## config.mk

```make
export PLATFORM = sky130hd
export DESIGN_NAME = ae16_div
export DESIGN_NICKNAME = d
export VERILOG_FILES = /design/src/design/ae16_div.sv
export SDC_FILE = /design/constraint.sdc
export NUM_CORES = 1
export LEC_CHECK = 0
export BUFFER_PORTS_ARGS = -buffer_cell sky130_fd_sc_hd__buf_2
export CAP_MARGIN = 20
export CORE_MARGIN = 3
export CORE_UTILIZATION = 47
export CTS_CLUSTER_DIAMETER = 80
export DETAILED_ROUTE_END_ITERATION = 8
export GPL_TIMING_DRIVEN = 0
export HOLD_SLACK_MARGIN = 0.05
export PLACE_DENSITY = 0.76
export SETUP_SLACK_MARGIN = 0.3
export SYNTH_ARGS = -nofsm -noshare
export SYNTH_HDL_FRONTEND = slang
export SYNTH_SLANG_ARGS = --single-unit
```

## constraint.sdc

```tcl
create_clock -name clk -period 3.3 [get_ports clk]
set_input_delay 0.66 -clock clk [delete_from_list [all_inputs] [get_ports clk]]
set_output_delay 0.66 -clock clk [all_outputs]
set_load 0.005 [all_outputs]
```

## src/design/ae16_div.sv

```systemverilog
// ----------------------------------------------------------------------------
// ae16_div
// Restoring divider, one quotient bit per cycle.
// ----------------------------------------------------------------------------
module ae16_div #(
  parameter int NUM_W = 47,
  parameter int DEN_W = 14
) (
  input  logic             clk,
  input  logic             rst_n,
  input  logic             start,
  input  logic [NUM_W-1:0] num,
  input  logic [DEN_W-1:0] den,
  output logic             done,
  output logic [NUM_W-1:0] quot
);

  localparam int CW = $clog2(NUM_W + 1);

  logic [NUM_W-1:0] q_r, q_nxt;
  logic [DEN_W:0]   rem_r, rem_nxt;
  logic [DEN_W-1:0] den_r, den_nxt;
  logic [CW-1:0]    cnt_r, cnt_nxt;
  logic             busy_r, busy_nxt;
  logic             done_r, done_nxt;
  logic [DEN_W:0]   trial;

  always_comb begin
    q_nxt    = q_r;
    rem_nxt  = rem_r;
    den_nxt  = den_r;
    cnt_nxt  = cnt_r;
    busy_nxt = busy_r;
    done_nxt = 1'b0;
    trial    = {rem_r[DEN_W-1:0], q_r[NUM_W-1]};
    if (start) begin
      q_nxt    = num;
      rem_nxt  = '0;
      den_nxt  = den;
      cnt_nxt  = CW'(NUM_W);
      busy_nxt = 1'b1;
    end else if (busy_r) begin
      if (trial >= {1'b0, den_r}) begin
        rem_nxt = trial - {1'b0, den_r};
        q_nxt   = {q_r[NUM_W-2:0], 1'b1};
      end else begin
        rem_nxt = trial;
        q_nxt   = {q_r[NUM_W-2:0], 1'b0};
      end
      cnt_nxt = cnt_r - 1'b1;
      if (cnt_r == CW'(1)) begin
        busy_nxt = 1'b0;
        done_nxt = 1'b1;
      end
    end
  end

  always_ff @(posedge clk) begin
    if (!rst_n) begin
      busy_r <= 1'b0;
      done_r <= 1'b0;
      cnt_r  <= '0;
    end else begin
      busy_r <= busy_nxt;
      done_r <= done_nxt;
      cnt_r  <= cnt_nxt;
    end
    q_r   <= q_nxt;
    rem_r <= rem_nxt;
    den_r <= den_nxt;
  end

  assign done = done_r;
  assign quot = q_r;

endmodule

```

### Word level (Yosys, flattened, before mapping)

Index checks and enable logic that the tools add are counted.

| storage, ports and cells | value |
|---|---|
| output and inout port bits | 48 |
| logic and storage cells | 26 |
| register bits after elaboration | 83 |
| bits of input ports | 64 |

| cells by class | value |
|---|---|
| bitwise operators | 2 |
| magnitude comparators | 1 |
| multiplexer cells | 10 |
| reduce and logical (&&, ||, !) cells | 3 |
| eq/ne operators | 1 |
| add/sub/neg operators | 2 |

Operators by type and width:

| operator | count |
|---|---|
| 47-bit two-way mux | 2 |
| 15-bit by 14-bit greater-or-equal comparator with 1-bit output | 1 |
| 14-bit two-way mux | 1 |
| 14-bit subtractor | 1 |
| 6-bit two-way mux | 2 |
| 6-bit by 1-bit == test with 1-bit output (second input constant) | 1 |
| 6-bit by 1-bit subtractor with 6-bit output (second input constant) | 1 |
| 1-bit two-way mux | 5 |
| 3-bit OR reduction | 1 |
| 1-bit inverter | 2 |
| 2-bit nonzero test | 1 |
| 2-bit OR reduction | 1 |

### Logic depth before layout (Yosys ltp)

Gate-level depths: netlist (run 1).

| logic depth | value |
|---|---|
| depth after elaboration | 4 |
| mapped depth | 10 |
| gate-level depth less buffers | 10 |

### Least setup slack after synthesis (run 1)

OpenSTA, ideal clock, no wires.

| timing path | value |
|---|---|
| path kind | input port to flip-flop |
| from | in start |
| to | reg q_r[0] (netlist: quot[0]), enable pin |
| required time | 2898 ps |
| setup slack | 906 ps |
| stages | 3 |
| arrival | 1992 ps |
| cells stage by stage | clkbuf_1 > nor2_1 > inv_1 |

| between the ends | value |
|---|---|
| cells in the longest elaborated chain, start to end | 1 |

RTL lines:

| element | RTL line | source |
|---|---|---|
| start: declaration | 11 | `input logic start,` |
| 2-bit nonzero test (no source line) | -- |  |
| end signal: assignment | 68 | `q_r <= q_nxt;` |
| end: declaration | 20 | `logic [NUM_W-1:0] q_r, q_nxt;` |

Every way passes these cells.
A chain may end at the register's enable or synchronous reset.

### Worst setup path in the final report (run 1)

| timing path | value |
|---|---|
| from | reg q_r[46] (netlist: quot[46]) |
| to | reg rem_r[12] |

| between the ends | value |
|---|---|
| cells in the longest elaborated chain, start to end | 2 |
| elaborated cells between the ends (all ways) | 3 |
| those cells by class | 1 x add/sub; 1 x order compare; 1 x mux |

RTL lines:

| element | RTL line | source |
|---|---|---|
| 14-bit subtractor or 15-bit by 14-bit greater-or-equal comparator with 1-bit output (tied branches) | 44, 43 |  |
| 14-bit two-way mux (*) | 43 | `if (trial >= {1'b0, den_r}) begin` |
| end signal: assignment | 69 | `rem_r <= rem_nxt;` |
| end: declaration | 21 | `logic [DEN_W:0] rem_r, rem_nxt;` |

Mark *: on every way between the ends. The rest lies on a longest branch, timed or not.

==> metrics.cfg, run 1 <==
[synthesis]
ys_seq_area_share_pct=54.7
synth_nets=416
synthesis.area_um2=4150
netlist_instances=334
synthFlopType=edfxtp_1
synth_top_cell_area_share_pct=44.1
synth.distinct_cells=52
async_reset_ff_share_pct=0
synth_seq_cells=83
yosys-top-cells-area=edfxtp_1 44%, mux2_2 13%, dfxtp_1 11%
synth_top_cell_by_area=edfxtp_1
syn_avg_cell_area_um2=12.4
synth-edff-count=61
ys_warn_count=0

[global_route]
met1_usage_pct=24.2
use_met3_pct=6.32
grt_pass1_vias=3224
grt_antenna_before_repair=0
grt_most_used_layer=met2
grt-ovfl-total=0
grt_max_degree=48
grt_usage_pct=19.4
grt_pass1_wl_um=15300
met2_usage_pct=31.9

[worst_setup_path]
reg2reg_setup_slack_ns=0.73
setup.worst_path.start=quot[46]
crit_fanout=5
cp.arrival_ns=2.80
r2r_end=rem_r[12]
path_cells=inv_1, ha_1, inv_1, fa_1, a21o_1, a221o_1, nand4_1, o41ai_1, a2111oi_0, o211ai_1
worstSetupPathType=register to register
end_kind=register
cp.required_ns=3.53
cp_slowest_cell=a2111oi_0
max_stage_delay_ns=0.42
r2r_cells=10
r2r_start=quot[46]
setup.worst_path.end=rem_r[12]
crit_top_cell=inv_1
cp-start-kind=register

[timing]
hold_viol=0
setup_violations=0
whs_ns=0.476
skew_ns=0.0153
final.setup.tns_ns=0
post-route-min-period_ns=2.57
tightest_slew_ns=0.631
period_share_pct=77.9
maxSlewViolCount=0
slew-limit-headroom_pct=57.8
max_freq_mhz=389
rsz0062_at_grt=no

[outcome]
status=completed

[worst_hold_path]
hold-path-cell-count=1
hold_path.class=input pin to register

[die]
top_level_ports=112
die_w_um=100
die_area_um2=9990
core_um2=8380
die_h_um=100
rows=33
initial_core_util_pct=49.5

[cts]
root_buffer=clkbuf_8
cts_made_buffers=9
cts_htree_levels=3
clock_latency_ns=0.35
cts_tree=done
path_clk_slew_ns=0.10
post-cts-setup-buffer-count=0
clock_sinks=83
cts_resized=0
hold_buffers=0
clock_path_buffers=2

[pwr]
peakVddDrop_v=0.000275
p_leak_uw=0.00214
p_per_area_nw_per_um2=477
power_uw=2410

[final_layout]
num_antenna_cells=0
fill_cells=686
final_common_cell=buf_2
multiInputGateArea_um2=1730
layout_common_cells=111 x buf_2, 61 x edfxtp_1, 48 x mux2_2
fin_nets=539
seq_area_um2=2270
layout-drive-gt1-share_pct=39.4
syn_to_final_growth_pct=21.6

[detailed_routing]
drtIter0Drc=150
postRouteAntennaNets=0
routedWlPerCell_um=16.4
wirelength_um=9300
num_vias=3094
drt_pass1_iterations=4
drc_errors=0
via_per_inst=5.46

[placement]
globalplace.congestion=0.929
dp_hpwl_um=7000
portBuffers=111

[flow_run]
drv_cap=0

[cells by family (layout without fill, tap and decap cells)]
logic type / Yosys count / count (layout) / share of synthesized area, %
and+or+nand+nor: 79 / 79 / 9.80
buffers and inverters: 34 / 162 / 3.47
DFF: 83 / 83 / 54.7
muxes: 56 / 56 / 15.0
xor gates and xnor gates: 13 / 13 / 2.74
AOI/OAI and AO/OA: 51 / 51 / 8.68
adders and majority gates: 18 / 18 / 5.61
[worst min-delay path by stage]
| stage | slack, ns | end | from |
|---|---|---|---|
| final | 0.48 | den_r[12] | den[12] |
| after global routing | 0.46 | den_r[13] | den[13] |
| after CTS | 0.46 | den_r[12] | den[12] |
| after detailed placement | 0.49 | rem_r[11] | rem_r[11] |
| after global placement | 0.48 | rem_r[2] | rem_r[2] |
| after floorplan | 0.45 | rem_r[2] | rem_r[2] |
[area by class of cell]
type                            instances  area share (%)
Tap cell                              105            2.60
Timing Repair Buffer                  112            11.5
Clock inverter                          6            1.12
Clock buffer                           10            2.53
Buffer                                 10            1.07
Inverter                               24            1.78
Multi-Input combinational cell        217            34.3
Sequential cell                        83            45.0
[metal layers]
| layer | vias to the layer above | part of all wire [%] |
|---|---|---|
| li1 | 1500 | - |
| met1 | 1464 | 41 |
| met2 | 120 | 48 |
| met3 | 10 | 8.7 |
| met4 | 0 | 1.6 |
| met5 | - | 0 |
[worst max-delay path: cells and delay by family (launching register included)]
kind | cells | cell delay [ns]
buf+inv | 2 | 0.15
simple gates | 1 | 0.13
compound gates | 5 | 1.26
fa+ha+maj | 2 | 0.53
flops | 1 | 0.39
[through the flow]
step / instances / util (%) / instance area, um^2 / setup slack [ns]
finish: 567 / 60.2 / 5050 / 0.729
global route: 567 / 60.2 / 5050 / 0.503
CTS: 567 / 60.2 / 5050 / 0.723
detailed placement: 551 / 58.0 / 4860 / 0.620
global placement: 550 / 57.7 / 4840 / -0.324
floorplan: 334 / - / 4150 / 0.906
[report_power, final]
| group | total, uW | switching (uW) | internal (uW) |
|---|---|---|---|
| clock network | 699 | 407 | 291 |
| logic | 431 | 221 | 210 |
| registers | 1280 | 49.9 | 1230 |
[state kept, by name, summed over array words and instances, names as in the netlist]
name    count
quot       47
rem_r      14
busy_r      1
den_r      14
done        1
cnt_r       6
[synthesized netlist by cell type (all sizes together) (3+ instances only)]
| cell | count |
|---|---|
| nor2 | 25 |
| edfxtp | 61 |
| xor2 | 6 |
| nor2b | 3 |
| nand2 | 21 |
| a21oi | 13 |
| nor3 | 5 |
| clkbuf | 7 |
| mux2 | 48 |
| nand3 | 4 |
| nand4 | 5 |
| buf | 3 |
| a21o | 6 |
| or3 | 3 |
| o21ai | 6 |
| dfxtp | 22 |
| mux2i | 8 |
| ha | 17 |
| xnor2 | 7 |
| nor4 | 3 |
| inv | 24 |
| a211oi | 6 |
Note: power is estimated with default switching activity, not from simulation.
==> run 2: changes to the inputs <==
==> constraint.sdc (replaced) <==
create_clock -name clk -period 2.65 [get_ports clk]
set_input_delay 0.53 -clock clk [delete_from_list [all_inputs] [get_ports clk]]
set_output_delay 0.53 -clock clk [all_outputs]
set_load 0.005 [all_outputs]
==> run 2 against run 1 <==
  * Critical path type unchanged
  * Hold slack got worse by 0.13 ns
  * Total power grew 29%
  * Highest routed layer unchanged
  * Via count is 2.3% higher
==> metrics.cfg, run 2 (synthesized netlist as in run 1, its figures left out) <==
[timing]
post-route-min-period_ns=2.45  ; -0.123 ns
max_freq_mhz=408  ; +5.0%
maxSlewViolCount=0  ; unchanged
skew_ns=0.00687  ; -0.00840 ns
setup_violations=0  ; unchanged
setup_slack_ns=0.201  ; -0.527 ns
period_share_pct=92.4  ; +14 points
tightest_slew_ns=0.751  ; +0.120 ns
hold_viol=0  ; unchanged
rsz0062_at_grt=yes
slew-limit-headroom_pct=49.7  ; -8.0 points

[pwr]
p_leak_uw=0.00226  ; +5.5%
peakVddDrop_v=0.000424  ; +54%
p_per_area_nw_per_um2=583  ; +22%

[worst_setup_path]
cp-start-kind=register
crit_fanout=4  ; -1
cp.arrival_ns=2.68  ; -0.12 ns
worstSetupPathType=register to register
reg2reg_setup_slack_ns=0.20  ; -0.53 ns
end_kind=register
cp.required_ns=2.88  ; -0.65 ns

[die]
rows=33  ; unchanged
core_um2=8380  ; unchanged
die_w_um=100  ; unchanged
initial_core_util_pct=49.5  ; unchanged
die_h_um=100  ; unchanged
die_area_um2=9990  ; unchanged
top_level_ports=112  ; unchanged

[detailed_routing]
postRouteAntennaNets=0  ; unchanged
via_per_inst=5.47  ; +0.17%
num_vias=3165  ; +2.3%
drtIter0Drc=180  ; +20%
wirelength_um=9970  ; +7.2%
drt_pass1_iterations=5  ; +1
drc_errors=0  ; unchanged
routedWlPerCell_um=17.2  ; +5.0%

[global_route]
grt-ovfl-total=0  ; unchanged
grt_usage_pct=20.0  ; +0.51 points
grt_max_degree=47  ; -2.1%
grt_pass1_vias=3218  ; -0.19%
grt_antenna_before_repair=0  ; unchanged
grt_pass1_wl_um=15700  ; +2.4%

[final_layout]
layout-drive-gt1-share_pct=46.4  ; +7.0 points
utilization_pct=63.8  ; +3.6 points
fill_cells=635  ; -7.4%
num_antenna_cells=0  ; unchanged
fin_nets=551  ; +2.2%
finalNonFillerCells=579  ; +2.1%
syn_to_final_growth_pct=28.8
layout_common_cells=111 x buf_2, 61 x edfxtp_1, 47 x mux2_2
final_common_cell=buf_2
largest_register_ffs=47  ; unchanged

[cts]
cts_htree_levels=3  ; unchanged
cts_tree=done
clock_path_buffers=2  ; unchanged
cts_made_buffers=9  ; unchanged
clock_latency_ns=0.35  ; about the same
root_buffer=clkbuf_8
path_clk_slew_ns=0.08  ; -0.02 ns
clock_sinks=83  ; unchanged
hold_buffers=0  ; unchanged

[worst_hold_path]
hold_path.class=input pin to register

[placement]
portBuffers=111  ; unchanged
dp_hpwl_um=7110  ; +1.6%
place_ws_ns=-0.0683  ; -0.688 ns
globalplace.congestion=0.887  ; -4.5%
dp_cells=551  ; unchanged

[flow_run]
drv_cap=0  ; unchanged

[outcome]
status=completed

run 2: changes by cell type in the layout (fill, tap and decap cells not counted), sizes merged:
cell	change
inv	-3
clkinv	+2
bufinv	+1
buf	+11
clkbuf	+1
run 2: final cells by class:
| class | instances | area [um^2] | area share [%] |
|---|---|---|---|
| buffer | 10 | 53.8 | 1.01 |
| clock inverter | 6 | 65.1 | 1.22 |
| inverter | 24 | 90.1 | 1.68 |
| multi-input combinational | 217 | 1910 | 35.8 |
| sequential | 83 | 2270 | 42.5 |
| timing repair buffer | 124 | 691 | 12.9 |
| clock buffer | 10 | 128 | 2.39 |
| tap | 105 | 131 | 2.46 |
run 2: where the power goes:
group	internal, uW	total [uW]	switching (uW)	leakage, uW
Sequential	1530	1600	67.7	0.000791
Clock	438	903	466	0.0000966
Combinational	304	614	311	0.00137
Total	2270	3120	844	0.00226
run 2: path summary, 6_finish.rpt:
check,cells after the start,end,from
worst max-delay path,10,rem_r[12],quot[46]
worst min-delay path,1,den_r[1],den[1]
worst max register to register,10,rem_r[12],quot[46]
worst min register to register,2,rem_r[2],rem_r[2]
run 2: worst max-delay path: stages, from the launching register on:
cell,delay (ns)
edfxtp_1,0.40
inv_2,0.09
ha_4,0.12
inv_2,0.04
fa_2,0.35
a21o_1,0.18
a221o_1,0.41
nand4_1,0.12
o41ai_2,0.08
a2111oi_2,0.41
o211ai_1,0.12
run 2: metal layers:
layer	part of all wire, %	GRT usage [%]	up-vias
li1	-	-	1507
met1	40	25.1	1508
met2	49	32.4	131
met3	8.7	6.67	19
met4	1.9	6.84	0
met5	0	0	-
run 2: timing repair:
item / CTS / global route
setup endpoints to repair: 6 / 13
cloned: 0 / 1
setup buffers: 4 / 7
pin swaps: 13 / 12
resized for setup: 10 / 30
run 2: per-stage QoR:
step                      cell area (um^2)  TNS (ns)  hold WS [ns]  total power (uW)
after floorplan                       4150         0         0.453              1940
after global placement                4840    -40.48         0.479              2130
after detailed placement              4860   -0.0683         0.495              2160
after CTS                             5120         0         0.335              3080
after global routing                  5350         0         0.336              3250
final                                 5350         0         0.348              3120
